[src/hw/rtl/csbc_pkg.sv]
`default_nettype none
package csbc_pkg;

   localparam int unsigned TICK_W      = 16;
   localparam int unsigned HOURS_W     = 5;
   localparam int unsigned MINUTES_W   = 6;
   localparam int unsigned SECONDS_W   = 6;
   localparam int unsigned CSR_INDEX_W = 1;
   localparam int unsigned CSR_DATA_W  = TICK_W;

   localparam logic [HOURS_W:0]     HOURS_PER_DAY    = (HOURS_W + 1)'(24);
   localparam logic [MINUTES_W:0]   MINUTES_PER_HOUR = (MINUTES_W + 1)'(60);
   localparam logic [TICK_W-1:0]    TICK_MAX         = '1;
   localparam logic [TICK_W-1:0]    HOLD_TICKS_RESET = TICK_W'(31250);
   localparam logic [TICK_W-1:0]    QUIT_TICKS_RESET = TICK_W'(62500);

   localparam logic [CSR_INDEX_W-1:0] CSR_HOLD_TICKS = CSR_INDEX_W'(0);
   localparam logic [CSR_INDEX_W-1:0] CSR_QUIT_TICKS = CSR_INDEX_W'(1);

   typedef struct packed {
      logic                 button_one_down;
      logic                 button_two_down;
      logic                 time_valid;
      logic [HOURS_W-1:0]   hours_in;
      logic [MINUTES_W-1:0] minutes_in;
      logic [SECONDS_W-1:0] seconds_in;
   } req_type;

   typedef struct packed {
      logic                 set_mode;
      logic                 write_strobe;
      logic                 show_strobe;
      logic [HOURS_W-1:0]   hours_out;
      logic [MINUTES_W-1:0] minutes_out;
      logic [SECONDS_W-1:0] seconds_out;
   } rsp_type;

   typedef struct packed {
      logic                 setting_mode;
      logic                 timer_running;
      logic [TICK_W-1:0]    tick_count;
      logic [1:0]           previous_buttons;
      logic [1:0]           armed_flags;
      logic [1:0]           pending_flags;
      logic [HOURS_W-1:0]   hours;
      logic [MINUTES_W-1:0] minutes;
      logic [SECONDS_W-1:0] seconds;
   } state_type;

   typedef struct packed {
      logic [TICK_W-1:0] hold_ticks;
      logic [TICK_W-1:0] quit_ticks;
   } cfg_type;

endpackage
`default_nettype wire

[src/hw/rtl/csbc_step.sv]
`default_nettype none
module csbc_step (
   input  wire csbc_pkg::state_type state,
   input  wire csbc_pkg::cfg_type   cfg,
   input  wire csbc_pkg::req_type   item,
   output csbc_pkg::state_type      state_next,
   output csbc_pkg::rsp_type        result
);

   logic                                b1;
   logic                                b2;
   logic                                both;
   logic [1:0]                          levels;
   logic                                run;
   logic [csbc_pkg::TICK_W-1:0]         cnt;
   logic [csbc_pkg::TICK_W-1:0]         target;
   logic                                mode;
   logic [1:0]                          armed;
   logic [1:0]                          pending;
   logic [csbc_pkg::HOURS_W-1:0]        hours;
   logic [csbc_pkg::MINUTES_W-1:0]      minutes;
   logic [csbc_pkg::SECONDS_W-1:0]      seconds;
   logic [csbc_pkg::HOURS_W:0]          hours_inc;
   logic [csbc_pkg::MINUTES_W:0]        minutes_inc;
   logic                                write;
   logic                                show;

   always_comb begin
      b1      = item.button_one_down;
      b2      = item.button_two_down;
      both    = b1 & b2;
      levels  = {b2, b1};
      mode    = state.setting_mode;
      armed   = state.armed_flags;
      pending = state.pending_flags;
      write   = 1'b0;
      show    = 1'b0;
      run     = state.timer_running;
      cnt     = state.tick_count;
      target  = state.setting_mode ? cfg.quit_ticks : cfg.hold_ticks;

      if (levels != state.previous_buttons) begin
         run = 1'b0;
         cnt = '0;
      end

      // tick and expiry
      if (run) begin
         if (cnt != csbc_pkg::TICK_MAX) begin
            cnt = cnt + csbc_pkg::TICK_W'(1);
         end
         if (cnt >= target) begin
            run = 1'b0;
            cnt = '0;
            if (!mode && both) begin
               mode = 1'b1;
            end else if (mode) begin
               mode = 1'b0;
            end
         end
      end

      if (item.time_valid) begin
         hours   = item.hours_in;
         minutes = item.minutes_in;
         seconds = item.seconds_in;
         show    = 1'b1;
      end else begin
         hours   = state.hours;
         minutes = state.minutes;
         seconds = state.seconds;
      end

      hours_inc = {1'b0, hours} + (csbc_pkg::HOURS_W + 1)'(1);
      if (hours_inc >= csbc_pkg::HOURS_PER_DAY) begin
         hours_inc = hours_inc - csbc_pkg::HOURS_PER_DAY;
      end
      minutes_inc = {1'b0, minutes} + (csbc_pkg::MINUTES_W + 1)'(1);
      if (minutes_inc >= csbc_pkg::MINUTES_PER_HOUR) begin
         minutes_inc = minutes_inc - csbc_pkg::MINUTES_PER_HOUR;
      end

      if (pending[0] && b1 && armed[0]) begin
         pending[0] = 1'b0;
         armed[0]   = 1'b0;
         seconds    = '0;
         hours      = hours_inc[csbc_pkg::HOURS_W-1:0];
         write      = 1'b1;
      end
      if (pending[1] && b2 && armed[1]) begin
         pending[1] = 1'b0;
         armed[1]   = 1'b0;
         seconds    = '0;
         minutes    = minutes_inc[csbc_pkg::MINUTES_W-1:0];
         write      = 1'b1;
      end
      if (write) begin
         show = 1'b1;
      end

      if (!mode) begin
         armed = 2'b00;
         if (both) begin
            if (!run) begin
               run = 1'b1;
               cnt = '0;
            end
         end else begin
            run = 1'b0;
            cnt = '0;
         end
      end else begin
         pending = pending | levels;
         armed   = armed | ~levels;
         if (!run) begin
            run = 1'b1;
            cnt = '0;
         end
         if (b1 || b2) begin
            run = 1'b0;
            cnt = '0;
         end
      end

      state_next.setting_mode     = mode;
      state_next.timer_running    = run;
      state_next.tick_count       = cnt;
      state_next.previous_buttons = levels;
      state_next.armed_flags      = armed;
      state_next.pending_flags    = pending;
      state_next.hours            = hours;
      state_next.minutes          = minutes;
      state_next.seconds          = seconds;

      result.set_mode     = mode;
      result.write_strobe = write;
      result.show_strobe  = show;
      result.hours_out    = hours;
      result.minutes_out  = minutes;
      result.seconds_out  = seconds;
   end

endmodule
`default_nettype wire

[src/hw/rtl/clock_set_button_controller_top.sv]
`default_nettype none
// Clock-setting button controller. Each accepted item is one prescaled timer tick
// (two button levels and an optional clock reading) and yields exactly one result
// item with the mode, write/show strobes and the current time copy. The whole step
// is combinational logic from the state registers into the result register, so one
// item is taken every cycle; the result register frees itself in the cycle it is
// taken, so only a stalled, full result register stalls the input. Register 0 is
// hold_ticks, register 1 is quit_ticks; write them only while no item is in flight.
module clock_set_button_controller_top (
   input  wire                                    clock,
   input  wire                                    reset,
   input  wire                                    req_valid,
   output logic                                   req_stall,
   input  wire csbc_pkg::req_type                 req_data,
   output logic                                   rsp_valid,
   input  wire                                    rsp_stall,
   output csbc_pkg::rsp_type                      rsp_data,
   input  wire                                    csr_wr_en,
   input  wire [csbc_pkg::CSR_INDEX_W-1:0]        csr_index,
   input  wire [csbc_pkg::CSR_DATA_W-1:0]         csr_wdata
);

   csbc_pkg::state_type state_ff;
   csbc_pkg::state_type state_in;
   csbc_pkg::state_type state_step;
   csbc_pkg::cfg_type   cfg_ff;
   csbc_pkg::cfg_type   cfg_in;
   csbc_pkg::rsp_type   rsp_ff;
   csbc_pkg::rsp_type   rsp_in;
   csbc_pkg::rsp_type   rsp_step;
   logic                rsp_valid_ff;
   logic                rsp_valid_in;
   logic                accept;

   csbc_step u_step (
      .state      (state_ff),
      .cfg        (cfg_ff),
      .item       (req_data),
      .state_next (state_step),
      .result     (rsp_step)
   );

   assign req_stall = rsp_valid_ff & rsp_stall;
   assign accept    = req_valid & ~req_stall;
   assign rsp_valid = rsp_valid_ff;
   assign rsp_data  = rsp_ff;

   always_comb begin
      state_in     = accept ? state_step : state_ff;
      rsp_in       = accept ? rsp_step : rsp_ff;
      rsp_valid_in = accept | (rsp_valid_ff & rsp_stall);
      cfg_in       = cfg_ff;
      if (csr_wr_en) begin
         unique case (csr_index)
            csbc_pkg::CSR_HOLD_TICKS: cfg_in.hold_ticks = csr_wdata;
            csbc_pkg::CSR_QUIT_TICKS: cfg_in.quit_ticks = csr_wdata;
            default:                  cfg_in = cfg_ff;
         endcase
      end
   end

   always_ff @(posedge clock) begin
      if (reset) begin
         state_ff            <= '0;
         cfg_ff.hold_ticks   <= csbc_pkg::HOLD_TICKS_RESET;
         cfg_ff.quit_ticks   <= csbc_pkg::QUIT_TICKS_RESET;
         rsp_valid_ff        <= 1'b0;
      end else begin
         state_ff            <= state_in;
         cfg_ff              <= cfg_in;
         rsp_valid_ff        <= rsp_valid_in;
      end
   end

   always_ff @(posedge clock) begin
      rsp_ff <= rsp_in;
   end

   a_tick_needs_run: assert property (@(posedge clock) disable iff (reset)
      (state_ff.tick_count != '0) |-> state_ff.timer_running)
      else $error("tick count nonzero while timer stopped");

   a_display_unarmed: assert property (@(posedge clock) disable iff (reset)
      !state_ff.setting_mode |-> (state_ff.armed_flags == 2'b00))
      else $error("armed flags set in display mode");

   a_write_in_set: assert property (@(posedge clock) disable iff (reset)
      (rsp_valid_ff && rsp_ff.write_strobe) |-> (rsp_ff.set_mode && rsp_ff.show_strobe))
      else $error("write strobe outside set mode or without show");

   a_result_follows_accept: assert property (@(posedge clock) disable iff (reset)
      accept |=> (rsp_valid_ff && (rsp_ff.set_mode == state_ff.setting_mode)))
      else $error("result does not match updated mode");

endmodule
`default_nettype wire

[config.mk]
export PLATFORM = sky130hd
export DESIGN_NAME = clock_set_button_controller_top
export DESIGN_NICKNAME = d
export VERILOG_FILES = /design/src/hw/rtl/csbc_pkg.sv /design/src/hw/rtl/csbc_step.sv /design/src/hw/rtl/clock_set_button_controller_top.sv
export SDC_FILE = /design/constraint.sdc
export NUM_CORES = 1
export LEC_CHECK = 0
export ABC_CLOCK_PERIOD_IN_PS = 5000
export BUFFER_PORTS_ARGS = -buffer_cell sky130_fd_sc_hd__buf_2
export CORE_ASPECT_RATIO = 1.2
export CORE_MARGIN = 8
export CORE_UTILIZATION = 40
export CTS_CLUSTER_SIZE = 24
export DETAILED_ROUTE_END_ITERATION = 16
export GPL_TIMING_DRIVEN = 0
export PLACE_DENSITY = 0.68
export REMOVE_ABC_BUFFERS = 1
export SLEW_MARGIN = 25
export SYNTH_ARGS = -nofsm -noshare
export SYNTH_HDL_FRONTEND = slang
export SYNTH_SLANG_ARGS = --single-unit
[constraint.sdc]
create_clock -name clock -period 5 [get_ports clock]
set_clock_uncertainty 0.2 [all_clocks]
set_input_delay 0.75 -clock clock [delete_from_list [all_inputs] [get_ports clock]]
set_output_delay 0.75 -clock clock [all_outputs]
set_load 0.005 [all_outputs]
; Word-level counts from Yosys, hierarchy flattened
; Cells that the tools add are included.
[word_totals]
input_bits = 42
word_cells = 83
regBits = 94
output_inout_bits = 22
[op_classes]
mux = 37
n_addsub = 5
n_reduce_logical = 9
eq_ne = 2
order_cmp = 3
n_bitwise = 9
[ops]
columns = op, n
row1 = 16-bit two-way mux, 10
row2 = 6-bit two-way mux, 6
row3 = 16-bit by 1-bit adder with 16-bit output (second input constant), 1
row4 = 16-bit >= comparator, 1
row5 = 1-bit two-way mux, 16
row6 = 16-bit != test (second input constant), 1
row7 = 5-bit two-way mux, 3
row8 = 6-bit by 1-bit adder with 7-bit output (second input constant), 1
row9 = 7-bit by 6-bit >= comparator with 1-bit output (second input constant), 1
row10 = 5-bit by 1-bit adder with 6-bit output (second input constant), 1
row11 = 6-bit by 5-bit >= comparator with 1-bit output (second input constant), 1
row12 = 6-bit subtractor (second input constant), 1
row13 = 1-bit logical AND, 5
row14 = 5-bit subtractor (second input constant), 1
row15 = 2-bit two-way mux, 2
row16 = 2-bit OR, 2
row17 = 2-bit AND reduction, 2
row18 = 1-bit AND, 3
row19 = 2-bit != test, 1
row20 = 1-bit inverter, 2
row21 = 2-bit inverter, 1
row22 = 1-bit logical NOT, 1
row23 = 1-bit logical OR, 1
row24 = 1-bit OR, 1

; Logic depth before layout (Yosys ltp)
[logic_depth]
ltp_word = 11
ltp_mapped = 21
mapped_depth_nobuf = 19

; By module
; A second synthesis with hierarchy kept.
[hier_totals]
hier_cells = 659
hier_area_um2 = 5805.6
[by_module_without_submodules]
columns = mod, instances, seq_area_each_um2, area_each_um2, cells_each
row1 = clock_set_button_controller_top, 1, 2082.0, 3485.8, 346
row2 = csbc_step, 1, 0.0, 2319.7, 313

; Least setup slack after synthesis
; OpenSTA, ideal clock, no wires.
[synth_timing]
path_kind = input port to flip-flop
from = input port req_data[19] (netlist bit)
to = register state_ff[17] (netlist bit)
path_stages = 20
path_buffers = 2
t_arrival_ns = 4.403
path_slack_ns = 0.280
setup_time_ns = 0.117
required_ns = 4.683
path_cell_list = buf_2 > and2_1 > o21ai_2 > clkbuf_1 > nor2_1 > ha_1 > nand2_1 > nor3_1 > nor4_4 > and3_1 > nand2b_1 > a21oi_1 > ha_1 > a21oi_1 > o21a_1 > o311ai_1 > a21oi_1 > nor3_1 > or2_1 > a32o_1
[synth_lines]
columns = element, line
row1 = start: declaration, clock_set_button_controller_top.sv:14  ; input wire csbc_pkg::req_type req_data,
row2 = end signal: assignment, clock_set_button_controller_top.sv:69  ; state_ff <= state_in;
row3 = end: declaration, clock_set_button_controller_top.sv:23  ; csbc_pkg::state_type state_ff;

==> results.toml <==
[cts]
tritoncts = "built"
path_clk_slew_ns = 0.06
insertion_delay_ns = 0.34
root_buffer = "clkbuf_16"
cts_buffer_depth = 2
numCtsBuffers = 9
clock-sinks = 94
holdBufCountCts = 0
htree_num_levels = 3

[setup_path]
crit_chain = "buf_2 > and2_1 > o21a_2 > and2_1 > ha_1 > nand2_1 > nor4_4 > a31oi_1 > nand3_1 > or2_2 > a21oi_1 > ha_1 > a21oi_1 > o21a_1 > o311ai_2 > a21oi_2 > nor3_2 > or2_1 > a32o_1"
worstPathArrival_ns = 4.83
slowest_delay_ns = 0.34
worstSetupPathType = "input port to flip-flop"
crit_fanout = 9
crit_path_end_kind = "flip-flop"
crit_required_ns = 5.02
startpoint_type = "input port"
slowest_stage = "a21oi_2"

[detailed_routing]
route.met3.wl_microns = 742
wl_met2_microns = 6170
wire_per_inst_microns = 14.8
routed_via_density = 5.47
topRoutingLayerUsed = "met4"
ant_nets = 0
met1Wirelength_microns = 4740
num_vias = 4416
dr.pass1.iters = 6
routed_wl_microns = 11900
drc = 0
drt_iter0_drc = 344

[timing]
slew_headroom_pct = 33.7
fin_tns_setup_ns = 0
hold_viol = 0
rsz0062_at_grt = "no"
fmax_ghz = 0.208
setup_viol_count_final = 0
drv_slew = 0
hold_ws_ns = 0.255
fin_crit_ns = 4.81
period_share_pct = 96.1
tightest_slew_ns = 0.993
layout_setup_ws_ns = 0.194

[synth]
synth-async-reset-ratio_pct = 0
synthCells = 587
synthesis.area_sq_um = 5010
ys_seq_area_share_pct = 41.5
synth_ff_type = "dfxtp_1"
syn_area_per_cell_sq_um = 8.54
synth_edf_count = 20
yosys_warnings = 0
ys_types = 58
synth-seq-cells = 94

[floorplan]
die_y_microns = 139
die_x_microns = 118
boundaryPins = 64
initial_core_util_pct = 40.3
core_area_sq_um = 12400
rows = 45
die-area_sq_um = 16400

[finish]
layout_commonest_cell = "nand2_1"
fillers = 1183
layout-drive-gt1-share_pct = 18.5
num_antenna_cells = 0
synthToLayoutAreaGrowth_pct = 16.2
fin_nets = 701
layout_common_cells = "nand2_1 (131), dfxtp_1 (73), buf_2 (63), a21oi_1 (56), nor2_1 (38)"

[global_routing]
grt_pass1_wl_microns = 19800
antenna_found_initial = 0
grt_max_degree = 47
grt_pass1_vias = 4308
grt_overflow_total = 0
grt_util_all_layers_pct = 14.2

[min_path]
hold_path.class = "flip-flop to flip-flop"

[placed_design]
dp_hpwl_microns = 8490
post-place-ws_ns = -0.462
numPortBuffers = 63
gp_congestion = 0.851

[power_and_ir_drop]
peakVddDrop_mv = 0.192
leakage_nw = 2.33
power_density_nw_per_um2 = 297

[outcome]
status = "finished clean"

[job]
cap_violations = 0
[cells by family after synthesis]
| logic type | synth area share, % |
|---|---|
| AOI/OAI and AO/OA | 15.6 |
| xor gates and xnor gates | 3.49 |
| adders and majority gates | 5.24 |
| buffers and inverters | 3.24 |
| DFF | 41.5 |
| muxes | 7.46 |
| and+or+nand+nor | 23.5 |
[state kept, by name, indices dropped and copies added (netlist names)]
signal,count
state_ff,41
rsp_valid,1
rsp_data,20
cfg_ff,32
[through the flow]
step	utilization [%]	instance area [sq um]	cells	power, W
after floorplan	-	4890	557	0.000970
after CTS	46.0	5730	800	0.00174
final	46.8	5830	807	0.00173
after global routing	46.8	5830	807	0.00181
after detailed placement	43.5	5420	784	0.00105
after global placement	43.5	5410	784	0.00104
[worst max-delay path: cells and delay by family]
family | cells | cell delay, ns
AOI/OAI and AO/OA | 8 | 1.91
and+or+nand+nor | 8 | 1.49
adders and majority gates | 2 | 0.54
buffers and inverters | 1 | 0.15
[final cells by class]
type                       count  area [sq um]  area share, %
clock buffer                  10           239           4.10
clock inverter                 6          60.1           1.03
inverter                      10          38.8          0.665
multi-input combinational    453          2840           48.6
sequential                    94          2080           35.7
tap                          164           205           3.52
timing repair buffer          70           368           6.31
[power breakdown]
part,switching [W],total (W),internal [W]
Sequential,0.0000222,0.000836,0.000814
Clock,0.000287,0.000687,0.000400
Combinational,0.000122,0.000207,0.0000853
Total,0.000431,0.00173,0.00130
[worst paths after layout]
kind         slack, ns  cells past startpoint          from           end
max reg2reg       0.47                     18  state_ff[21]  state_ff[17]
min               0.26                      2   state_ff[3]   state_ff[3]
max               0.19                     19  req_data[19]  state_ff[17]
min reg2reg       0.26                      2   state_ff[3]   state_ff[3]
[synthesized netlist by cell type (5+ instances only)]
cell / number / area share (%)
inv_1: 9 / 0.67
nand2_1: 131 / 9.8
edfxtp_1: 20 / 12
mux2_2: 7 / 1.6
a21oi_1: 58 / 5.8
nor3_1: 11 / 1.1
clkbuf_1: 22 / 1.6
o21ai_0: 11 / 1.1
nand3_1: 30 / 3.0
nand4_1: 9 / 1.1
mux2i_1: 28 / 5.6
xnor2_1: 13 / 2.3
nor2_1: 39 / 2.9
a22o_1: 7 / 1.2
xor2_1: 7 / 1.2
o21a_1: 5 / 0.75
ha_1: 21 / 5.2
and2_1: 5 / 0.62
dfxtp_1: 74 / 30
nand2b_1: 9 / 1.1
[metal layers]
layer | global-route usage, % | vias to the layer above
met5 | 0 | -
met4 | 5.54 | 0
met3 | 3.87 | 25
met2 | 25.4 | 133
met1 | 15.7 | 2081
li1 | - | 2177
[timing repair]
item | CTS | global route
setup buffers | 0 | 7
pin swaps | 0 | 4
gates resized for setup | 2 | 10
setup endpoints to repair | 8 | 23
Note: power is estimated with default switching activity, not from simulation.
